## src/rtl/gp_kernel_covariance_eval_assert.svh

```systemverilog
// Assertion macros for the top-level RTL file.
`ifndef GP_KERNEL_COVARIANCE_EVAL_ASSERT_SVH
`define GP_KERNEL_COVARIANCE_EVAL_ASSERT_SVH
`ifndef ASSERT_OFF
`define GKC_ASSERT_IMP(lbl, clk, rst_n, ante, cons) \
    lbl: assert property (@(posedge clk) disable iff (!rst_n) (ante) |-> (cons)) \
        else $error("gkc assertion failed");
`define GKC_ASSERT_NXT(lbl, clk, rst_n, ante, cons) \
    lbl: assert property (@(posedge clk) disable iff (!rst_n) (ante) |=> (cons)) \
        else $error("gkc assertion failed");
`else
`define GKC_ASSERT_IMP(lbl, clk, rst_n, ante, cons)
`define GKC_ASSERT_NXT(lbl, clk, rst_n, ante, cons)
`endif
`endif

```

## src/rtl/gkc_pkg.sv

```systemverilog
package gkc_pkg;

    typedef struct packed {
        logic signed [31:0] coord_a;
        logic signed [31:0] coord_b;
        logic [31:0]        inv_length;
        logic               last_dim;
    } t_in;

    typedef struct packed {
        logic [31:0] covariance;
        logic        sum_saturated;
    } t_out;

    localparam logic [2:0] MODE_GAUSS = 3'd0;
    localparam logic [2:0] MODE_EXP   = 3'd1;
    localparam logic [2:0] MODE_M32   = 3'd2;
    localparam logic [2:0] MODE_M52   = 3'd3;
    localparam logic [2:0] MODE_WN    = 3'd4;

    localparam logic CFG_MODE = 1'b0;
    localparam logic CFG_VAR  = 1'b1;

    localparam logic [31:0] LN2_Q30 = 32'd744261118;
    localparam logic [30:0] ONE_30  = 31'h4000_0000;
    localparam logic [33:0] SC_G_Q32 = 34'd3037000500;
    localparam logic [33:0] SC_3_Q32 = 34'd7439101574;
    localparam logic [33:0] SC_5_Q32 = 34'd9603838835;

    // Reciprocals for the divisions by constants; the quotient is the high part of the product.
    localparam logic [63:0] RECIP_3   = 64'hAAAA_AAAA_AAAA_AAAB;
    localparam logic [63:0] RECIP_LN2 = 64'((65'd1 << 64) / 65'(LN2_Q30));

    localparam logic [4:0] OP_NONE     = 5'd0;
    localparam logic [4:0] OP_LOAD     = 5'd1;
    localparam logic [4:0] OP_SET_P    = 5'd2;
    localparam logic [4:0] OP_SET_E    = 5'd3;
    localparam logic [4:0] OP_TERM_AD  = 5'd4;
    localparam logic [4:0] OP_TERM_E   = 5'd5;
    localparam logic [4:0] OP_TERM_SQ  = 5'd6;
    localparam logic [4:0] OP_TERM_LN  = 5'd7;
    localparam logic [4:0] OP_LNARG2   = 5'd8;
    localparam logic [4:0] OP_Q        = 5'd9;
    localparam logic [4:0] OP_LNARG3   = 5'd10;
    localparam logic [4:0] OP_LN_INIT  = 5'd11;
    localparam logic [4:0] OP_NORM     = 5'd12;
    localparam logic [4:0] OP_LN_M     = 5'd13;
    localparam logic [4:0] OP_SQ_STEP  = 5'd14;
    localparam logic [4:0] OP_V1       = 5'd15;
    localparam logic [4:0] OP_V2       = 5'd16;
    localparam logic [4:0] OP_ACC      = 5'd17;
    localparam logic [4:0] OP_EXP_INIT = 5'd18;
    localparam logic [4:0] OP_EXP_NR   = 5'd19;
    localparam logic [4:0] OP_H1       = 5'd20;
    localparam logic [4:0] OP_H2       = 5'd21;
    localparam logic [4:0] OP_COV_EXP  = 5'd22;
    localparam logic [4:0] OP_COV_ZERO = 5'd23;
    localparam logic [4:0] OP_COV_WN   = 5'd24;
    localparam logic [4:0] OP_EMIT     = 5'd25;

    localparam logic [3:0] MS_AD_INV  = 4'd0;
    localparam logic [3:0] MS_P_SCALE = 4'd1;
    localparam logic [3:0] MS_EE      = 4'd2;
    localparam logic [3:0] MS_MM      = 4'd3;
    localparam logic [3:0] MS_KLN     = 4'd4;
    localparam logic [3:0] MS_FLN     = 4'd5;
    localparam logic [3:0] MS_RP      = 4'd6;
    localparam logic [3:0] MS_VP      = 4'd7;
    localparam logic [3:0] MS_R3      = 4'd8;
    localparam logic [3:0] MS_RLN     = 4'd9;

    typedef struct packed {
        logic [4:0] op;
        logic       mgo;
        logic [3:0] msel;
        logic       dgo;
    } t_cmd;

    typedef struct packed {
        logic       mul_busy;
        logic       div_busy;
        logic [2:0] mode;
        logic       last;
        logic       ln_small;
        logic       norm_top;
        logic       sq_last;
        logic       big;
        logic       n_big;
        logic       kk_one;
        logic       out_free;
    } t_sts;

    function automatic logic [63:0] f_to_frac(input logic [33:0] c32, input int frac);
        logic [63:0] c;
        c = 64'(c32);
        return (c + (64'd1 << (31 - frac))) >> (32 - frac);
    endfunction

endpackage

```

## src/rtl/gkc_ctrl.sv

```systemverilog
module gkc_ctrl
    import gkc_pkg::*;
(
    input  logic i_clk,
    input  logic i_rst_n,
    input  logic i_in_valid,
    input  t_sts i_sts,
    output t_cmd o_cmd,
    output logic o_in_stall
);

    localparam logic [5:0] S_IDLE = 6'd0;
    localparam logic [5:0] S_MP   = 6'd1;
    localparam logic [5:0] S_WAIT = 6'd2;
    localparam logic [5:0] S_SETP = 6'd3;
    localparam logic [5:0] S_MSC  = 6'd4;
    localparam logic [5:0] S_SETE = 6'd5;
    localparam logic [5:0] S_TAD  = 6'd6;
    localparam logic [5:0] S_TE   = 6'd7;
    localparam logic [5:0] S_MEE  = 6'd8;
    localparam logic [5:0] S_TSQ  = 6'd9;
    localparam logic [5:0] S_Q    = 6'd10;
    localparam logic [5:0] S_DQ   = 6'd11;
    localparam logic [5:0] S_LA2  = 6'd12;
    localparam logic [5:0] S_LA3  = 6'd13;
    localparam logic [5:0] S_LNI  = 6'd14;
    localparam logic [5:0] S_NORM = 6'd15;
    localparam logic [5:0] S_LNM  = 6'd16;
    localparam logic [5:0] S_SQ   = 6'd17;
    localparam logic [5:0] S_SQS  = 6'd18;
    localparam logic [5:0] S_MK   = 6'd19;
    localparam logic [5:0] S_V1   = 6'd20;
    localparam logic [5:0] S_MF   = 6'd21;
    localparam logic [5:0] S_V2   = 6'd22;
    localparam logic [5:0] S_TLN  = 6'd23;
    localparam logic [5:0] S_ACC  = 6'd24;
    localparam logic [5:0] S_CWN  = 6'd25;
    localparam logic [5:0] S_EI   = 6'd26;
    localparam logic [5:0] S_CZ   = 6'd27;
    localparam logic [5:0] S_DN   = 6'd28;
    localparam logic [5:0] S_NR   = 6'd29;
    localparam logic [5:0] S_NC   = 6'd30;
    localparam logic [5:0] S_HM   = 6'd31;
    localparam logic [5:0] S_H1   = 6'd32;
    localparam logic [5:0] S_HD   = 6'd33;
    localparam logic [5:0] S_H2   = 6'd34;
    localparam logic [5:0] S_MV   = 6'd35;
    localparam logic [5:0] S_CE   = 6'd36;
    localparam logic [5:0] S_EMIT = 6'd37;

    logic [5:0] r_state;
    logic [5:0] n_state;
    logic [5:0] r_ret;
    logic [5:0] n_ret;

    always_comb begin
        n_state = r_state;
        n_ret   = r_ret;
        o_cmd   = '0;
        case (r_state)
            S_IDLE: begin
                if (i_in_valid) begin
                    o_cmd.op = OP_LOAD;
                    n_state  = S_MP;
                end
            end
            S_MP: begin
                o_cmd.mgo  = 1'b1;
                o_cmd.msel = MS_AD_INV;
                n_ret      = S_SETP;
                n_state    = S_WAIT;
            end
            S_WAIT: begin
                if (!i_sts.mul_busy && !i_sts.div_busy) begin
                    n_state = r_ret;
                end
            end
            S_SETP: begin
                o_cmd.op = OP_SET_P;
                n_state  = S_MSC;
            end
            S_MSC: begin
                o_cmd.mgo  = 1'b1;
                o_cmd.msel = MS_P_SCALE;
                n_ret      = S_SETE;
                n_state    = S_WAIT;
            end
            S_SETE: begin
                o_cmd.op = OP_SET_E;
                case (i_sts.mode)
                    MODE_WN:    n_state = S_TAD;
                    MODE_GAUSS: n_state = S_MEE;
                    MODE_M52:   n_state = S_MEE;
                    MODE_M32:   n_state = S_LA2;
                    default:    n_state = S_TE;
                endcase
            end
            S_TAD: begin
                o_cmd.op = OP_TERM_AD;
                n_state  = S_ACC;
            end
            S_TE: begin
                o_cmd.op = OP_TERM_E;
                n_state  = S_ACC;
            end
            S_MEE: begin
                o_cmd.mgo  = 1'b1;
                o_cmd.msel = MS_EE;
                n_ret      = (i_sts.mode == MODE_GAUSS) ? S_TSQ : S_Q;
                n_state    = S_WAIT;
            end
            S_TSQ: begin
                o_cmd.op = OP_TERM_SQ;
                n_state  = S_ACC;
            end
            S_Q: begin
                o_cmd.op = OP_Q;
                n_state  = S_DQ;
            end
            S_DQ: begin
                o_cmd.mgo  = 1'b1;
                o_cmd.msel = MS_R3;
                n_ret      = S_LA3;
                n_state    = S_WAIT;
            end
            S_LA2: begin
                o_cmd.op = OP_LNARG2;
                n_state  = S_LNI;
            end
            S_LA3: begin
                o_cmd.op = OP_LNARG3;
                n_state  = S_LNI;
            end
            S_LNI: begin
                o_cmd.op = OP_LN_INIT;
                n_state  = i_sts.ln_small ? S_TLN : S_NORM;
            end
            S_NORM: begin
                if (i_sts.norm_top) begin
                    n_state = S_LNM;
                end else begin
                    o_cmd.op = OP_NORM;
                end
            end
            S_LNM: begin
                o_cmd.op = OP_LN_M;
                n_state  = S_SQ;
            end
            S_SQ: begin
                o_cmd.mgo  = 1'b1;
                o_cmd.msel = MS_MM;
                n_ret      = S_SQS;
                n_state    = S_WAIT;
            end
            S_SQS: begin
                o_cmd.op = OP_SQ_STEP;
                n_state  = i_sts.sq_last ? S_MK : S_SQ;
            end
            S_MK: begin
                o_cmd.mgo  = 1'b1;
                o_cmd.msel = MS_KLN;
                n_ret      = S_V1;
                n_state    = S_WAIT;
            end
            S_V1: begin
                o_cmd.op = OP_V1;
                n_state  = S_MF;
            end
            S_MF: begin
                o_cmd.mgo  = 1'b1;
                o_cmd.msel = MS_FLN;
                n_ret      = S_V2;
                n_state    = S_WAIT;
            end
            S_V2: begin
                o_cmd.op = OP_V2;
                n_state  = S_TLN;
            end
            S_TLN: begin
                o_cmd.op = OP_TERM_LN;
                n_state  = S_ACC;
            end
            S_ACC: begin
                o_cmd.op = OP_ACC;
                if (!i_sts.last) begin
                    n_state = S_IDLE;
                end else if (i_sts.mode == MODE_WN) begin
                    n_state = S_CWN;
                end else begin
                    n_state = S_EI;
                end
            end
            S_CWN: begin
                o_cmd.op = OP_COV_WN;
                n_state  = S_EMIT;
            end
            S_EI: begin
                o_cmd.op = OP_EXP_INIT;
                n_state  = i_sts.big ? S_CZ : S_DN;
            end
            S_CZ: begin
                o_cmd.op = OP_COV_ZERO;
                n_state  = S_EMIT;
            end
            S_DN: begin
                o_cmd.mgo  = 1'b1;
                o_cmd.msel = MS_RLN;
                n_ret      = S_NR;
                n_state    = S_WAIT;
            end
            S_NR: begin
                o_cmd.op = OP_EXP_NR;
                n_state  = S_NC;
            end
            S_NC: begin
                n_state = i_sts.n_big ? S_CZ : S_HM;
            end
            S_HM: begin
                o_cmd.mgo  = 1'b1;
                o_cmd.msel = MS_RP;
                n_ret      = S_H1;
                n_state    = S_WAIT;
            end
            S_H1: begin
                o_cmd.op = OP_H1;
                n_state  = S_HD;
            end
            S_HD: begin
                o_cmd.dgo  = 1'b1;
                n_ret      = S_H2;
                n_state    = S_WAIT;
            end
            S_H2: begin
                o_cmd.op = OP_H2;
                n_state  = i_sts.kk_one ? S_MV : S_HM;
            end
            S_MV: begin
                o_cmd.mgo  = 1'b1;
                o_cmd.msel = MS_VP;
                n_ret      = S_CE;
                n_state    = S_WAIT;
            end
            S_CE: begin
                o_cmd.op = OP_COV_EXP;
                n_state  = S_EMIT;
            end
            S_EMIT: begin
                if (i_sts.out_free) begin
                    o_cmd.op = OP_EMIT;
                    n_state  = S_IDLE;
                end
            end
            default: n_state = S_IDLE;
        endcase
    end

    always_ff @(posedge i_clk) begin
        if (!i_rst_n) begin
            r_state <= S_IDLE;
            r_ret   <= S_IDLE;
        end else begin
            r_state <= n_state;
            r_ret   <= n_ret;
        end
    end

    assign o_in_stall = r_state != S_IDLE;

endmodule

```

## config.mk

```make
export PLATFORM = sky130hd
export DESIGN_NAME = gkc_ctrl
export DESIGN_NICKNAME = d
export VERILOG_FILES = /design/src/rtl/gp_kernel_covariance_eval_assert.svh /design/src/rtl/gkc_pkg.sv /design/src/rtl/gkc_ctrl.sv
export SDC_FILE = /design/constraint.sdc
export NUM_CORES = 1
export LEC_CHECK = 0
export ABC_AREA = 1
export CAP_MARGIN = 20
export CORE_MARGIN = 2
export CORE_UTILIZATION = 55
export DETAILED_ROUTE_END_ITERATION = 16
export DONT_BUFFER_PORTS = 1
export GPL_ROUTABILITY_DRIVEN = 0
export GPL_TIMING_DRIVEN = 0
export PLACE_DENSITY = 0.7
export SLEW_MARGIN = 40
export SYNTH_ARGS = -nofsm -noshare
export SYNTH_HDL_FRONTEND = slang
export SYNTH_SLANG_ARGS = --single-unit
```

## constraint.sdc

```tcl
create_clock -name i_clk -period 2.9 [get_ports i_clk]
set_clock_uncertainty 0.05 [all_clocks]
set_input_delay 0.58 -clock i_clk [delete_from_list [all_inputs] [get_ports i_clk]]
set_output_delay 0.58 -clock i_clk [all_outputs]
set_load 0.1 [all_outputs]
```

==> summary.log <==
[synth] top cell type's share of synthesized area 0.177
[clock_tree] clock transition at the register clock pins on the worst setup and hold paths after CTS 60 ps
[sta] relative max-transition margin 0.546
[grt] maximum number of pins on one net before global-route repair 11
[drt] final wirelength 4.29 mm
[sta] fmax 385 MHz
[grt] antenna violations before repair 0
[power] Gate power share 0.564
[drt] WL/cell 14.8 µm
[power] power per standard cell area 423 nW/µm²
[drt] number of vias in the routed layout 1698
[sta] final setup vio count 0
[finish] Synth-to-Final Area Change 11.3%
[finish] Layout Nets 279
[status] outcome finished, final reports clean
[clock_tree] clock tree from TritonCTS yes
[clock_tree] post-cts resize count 0
[synth] Synth cell types 30
[grt] total overflow reported by the global router 0
[drt] Initial DRC Count 136
[sta] slew at the pin closest to its max-slew limit 680 ps
[synth] post-synthesis cell area 1440 µm²
[clock_tree] hold buffer count at CTS 0
[power] P_int 313 µW
[worst_setup_path] critical path peak fanout 6
[power] total power after layout 680 µW
[place] placed cell count 288
[drt] post-detailed-route via-to-cell ratio 5.84
[worst_setup_path] endpoint type of the worst setup path primary output
[floorplanning] Ports 28
[worst_setup_path] kind of start point of the critical path register
[worst_setup_path] Worst EP arrival 1960 ps
[place] IO Port Bufs 0
[power] sequential power share 0.299
[clock_tree] Clock Latency Late Sink 260 ps
[floorplanning] chip width 55.2 µm
[drt] DR pass1 iterations 5
[sta] period utilisation layout 0.895
[floorplanning] die footprint 3050 µm²
[synth] Post-Synthesis Mean Instance Area 5.71 µm²
[synth] number of storage elements in the synthesis netlist 12
[clock_tree] number of buffers created by CTS 3
[worst_setup_path] required time at the worst-slack endpoint 2270 ps
[floorplanning] area inside the core boundary 2480 µm²
[sta] total negative setup slack 0 ps
[grt] global-route wire length before repair 7.16 mm
[synth] cell types with the largest area share after synthesis sky130_fd_sc_hd__nand2_1, sky130_fd_sc_hd__dfxtp_1, sky130_fd_sc_hd__nand3_1
[synth] proportion of synthesized chip area in sequential cells 0.166
[grt] aggregate global-route resource usage 0.290
[power] clock share of power 0.137
[synth] synthesized netlist net count 269
[power] Switching Fraction 0.540
[drt] number of routed nets with antenna violations 0
[floorplanning] die outline height 55.2 µm
[sta] final count of pins violating max slew 0
[sta] total count of hold-check failures in the final report 0
[worst_hold_path] path category of the worst min-delay check primary input to register
[clock_tree] buffer cell driving the clock tree root sky130_fd_sc_hd__clkbuf_4
[grt] vias in the first global route 1553
[finish] ratio of cells with drive above 1 in the final layout 0.234
[sta] RSZ-0062 raised after global routing no
[power] reported net switching power 367 µW
[power] Pleak 0.000823 µW
[clock_tree] post-CTS setup buffer count 0
[synth] cell accounting for the most synthesized area sky130_fd_sc_hd__nand2_1
[floorplanning] std cell rows 18
[finish] diodes inserted 0
[floorplanning] starting density of the core 0.583
[clock_tree] # H-tree levels 1
[clock_tree] maximum clock path buffer count 2
[run] Max Cap Violations 0
[synth] cell count after synthesis 253
[place] DP HPWL 3.54 mm
[clock_tree] Clock Sink Count 12
[sta] time the final worst path needs with I/O delays and setup 2590 ps
[power] worst vdd rail ir drop 388 µV
[drt] DR DRC count 0
[synth] count of yosys warnings during synthesis 0
[worst_setup_path] kind of critical path register to primary output
[finish] Post-Layout Cell Count 291
[worst paths after layout]
check | startpoint | cells past startpoint | slack [ps] | to
worst min-delay path | i_rst_n | 2 | 380 | r_ret[0]$_SDFFE_PN0P_
worst min register to register | r_ret[5]$_SDFFE_PN0P_ | 2 | 410 | r_ret[5]$_SDFFE_PN0P_
worst max-delay path | r_state[1]$_SDFFE_PN0P_ | 8 | 310 | o_cmd[8]
worst max register to register | r_state[1]$_SDFFE_PN0P_ | 6 | 550 | r_state[1]$_SDFFE_PN0P_
[layout by cell type (no fill, tap or decap), types with 5 or more instances in the layout]
cell type	Yosys	final
sky130_fd_sc_hd__inv_2	10	10
sky130_fd_sc_hd__nand2_1	68	67
sky130_fd_sc_hd__nor2_1	27	27
sky130_fd_sc_hd__inv_1	19	19
sky130_fd_sc_hd__buf_8	0	5
sky130_fd_sc_hd__dfxtp_1	12	12
sky130_fd_sc_hd__nand2_2	4	5
sky130_fd_sc_hd__nand3_2	6	10
sky130_fd_sc_hd__nor2_4	6	7
sky130_fd_sc_hd__a21oi_1	13	13
sky130_fd_sc_hd__o21ai_1	6	6
sky130_fd_sc_hd__nand4_1	10	10
sky130_fd_sc_hd__nand3_1	33	29
sky130_fd_sc_hd__nor2_2	13	12
[power groups by stage]
stage	Combinational (µW)	Clock [µW]	Sequential (µW)
after CTS	382	97.8	203
after global routing	405	108	205
final	383	93.2	203
after detailed placement	380	0	207
after floorplan	306	0	203
after global placement	357	0	207
[worst max-delay path: stages (launching register included)]
cell and delay (ps):
sky130_fd_sc_hd__dfxtp_1 500, sky130_fd_sc_hd__nand2_1 160, sky130_fd_sc_hd__nor2_1 160, sky130_fd_sc_hd__nand2_1 80, sky130_fd_sc_hd__or2_1 300, sky130_fd_sc_hd__nand3_1 120
sky130_fd_sc_hd__nor2_1 50, sky130_fd_sc_hd__nand4_1 100, sky130_fd_sc_hd__buf_8 210
[stage by stage]
step | hold WS, ps | cell area [µm²] | setup slack, ps | utilization
finish | 385 | 1610 | 306 | 0.648
global route | 377 | 1610 | 179 | 0.648
CTS | 380 | 1610 | 321 | 0.648
detailed placement | 406 | 1580 | 608 | 0.639
global placement | 399 | 1480 | 70.8 | 0.598
floorplan | 389 | 1440 | 237 | -
[Yosys cell counts (all sizes together)]
cell / number
nand2: 72
nor2: 46
nand3: 39
inv: 29
a21oi: 16
dfxtp: 12
o21ai: 11
nand4: 10
buf: 3
nor3: 3
a31oi: 2
o2111ai: 2
a21boi: 1
and3: 1
clkbuf: 1
nand3b: 1
nor4: 1
o21a: 1
or2: 1
or3b: 1
[state kept, by name, indices dropped and copies added, names as in the netlist]
register and count:
r_ret 6, r_state 6
[layout make-up]
| type | count | area, µm² |
|---|---|---|
| Buffer | 4 | 27.5 |
| Clock buffer | 3 | 22.5 |
| Fill cell | 249 | 871 |
| Inverter | 29 | 109 |
| Multi-Input combinational cell | 208 | 1090 |
| Sequential cell | 12 | 240 |
| Tap cell | 30 | 37.5 |
| Timing Repair Buffer | 5 | 75.1 |
[layer usage]
metal	global-route usage	share of wire	wire, µm	up-vias
met5	0	0	0	-
met4	0.136	0.030	127	0
met3	0.0398	0.094	405	17
met2	0.418	0.43	1830	90
met1	0.422	0.45	1940	731
li1	-	-	-	860
[cell families after synthesis]
family | count (synthesis) | synth area share
simple gates | 175 | 0.601
compound gates | 33 | 0.138
buf+inv | 33 | 0.0945
flops | 12 | 0.166
No activity file was read; power rests on OpenSTA's default activity.
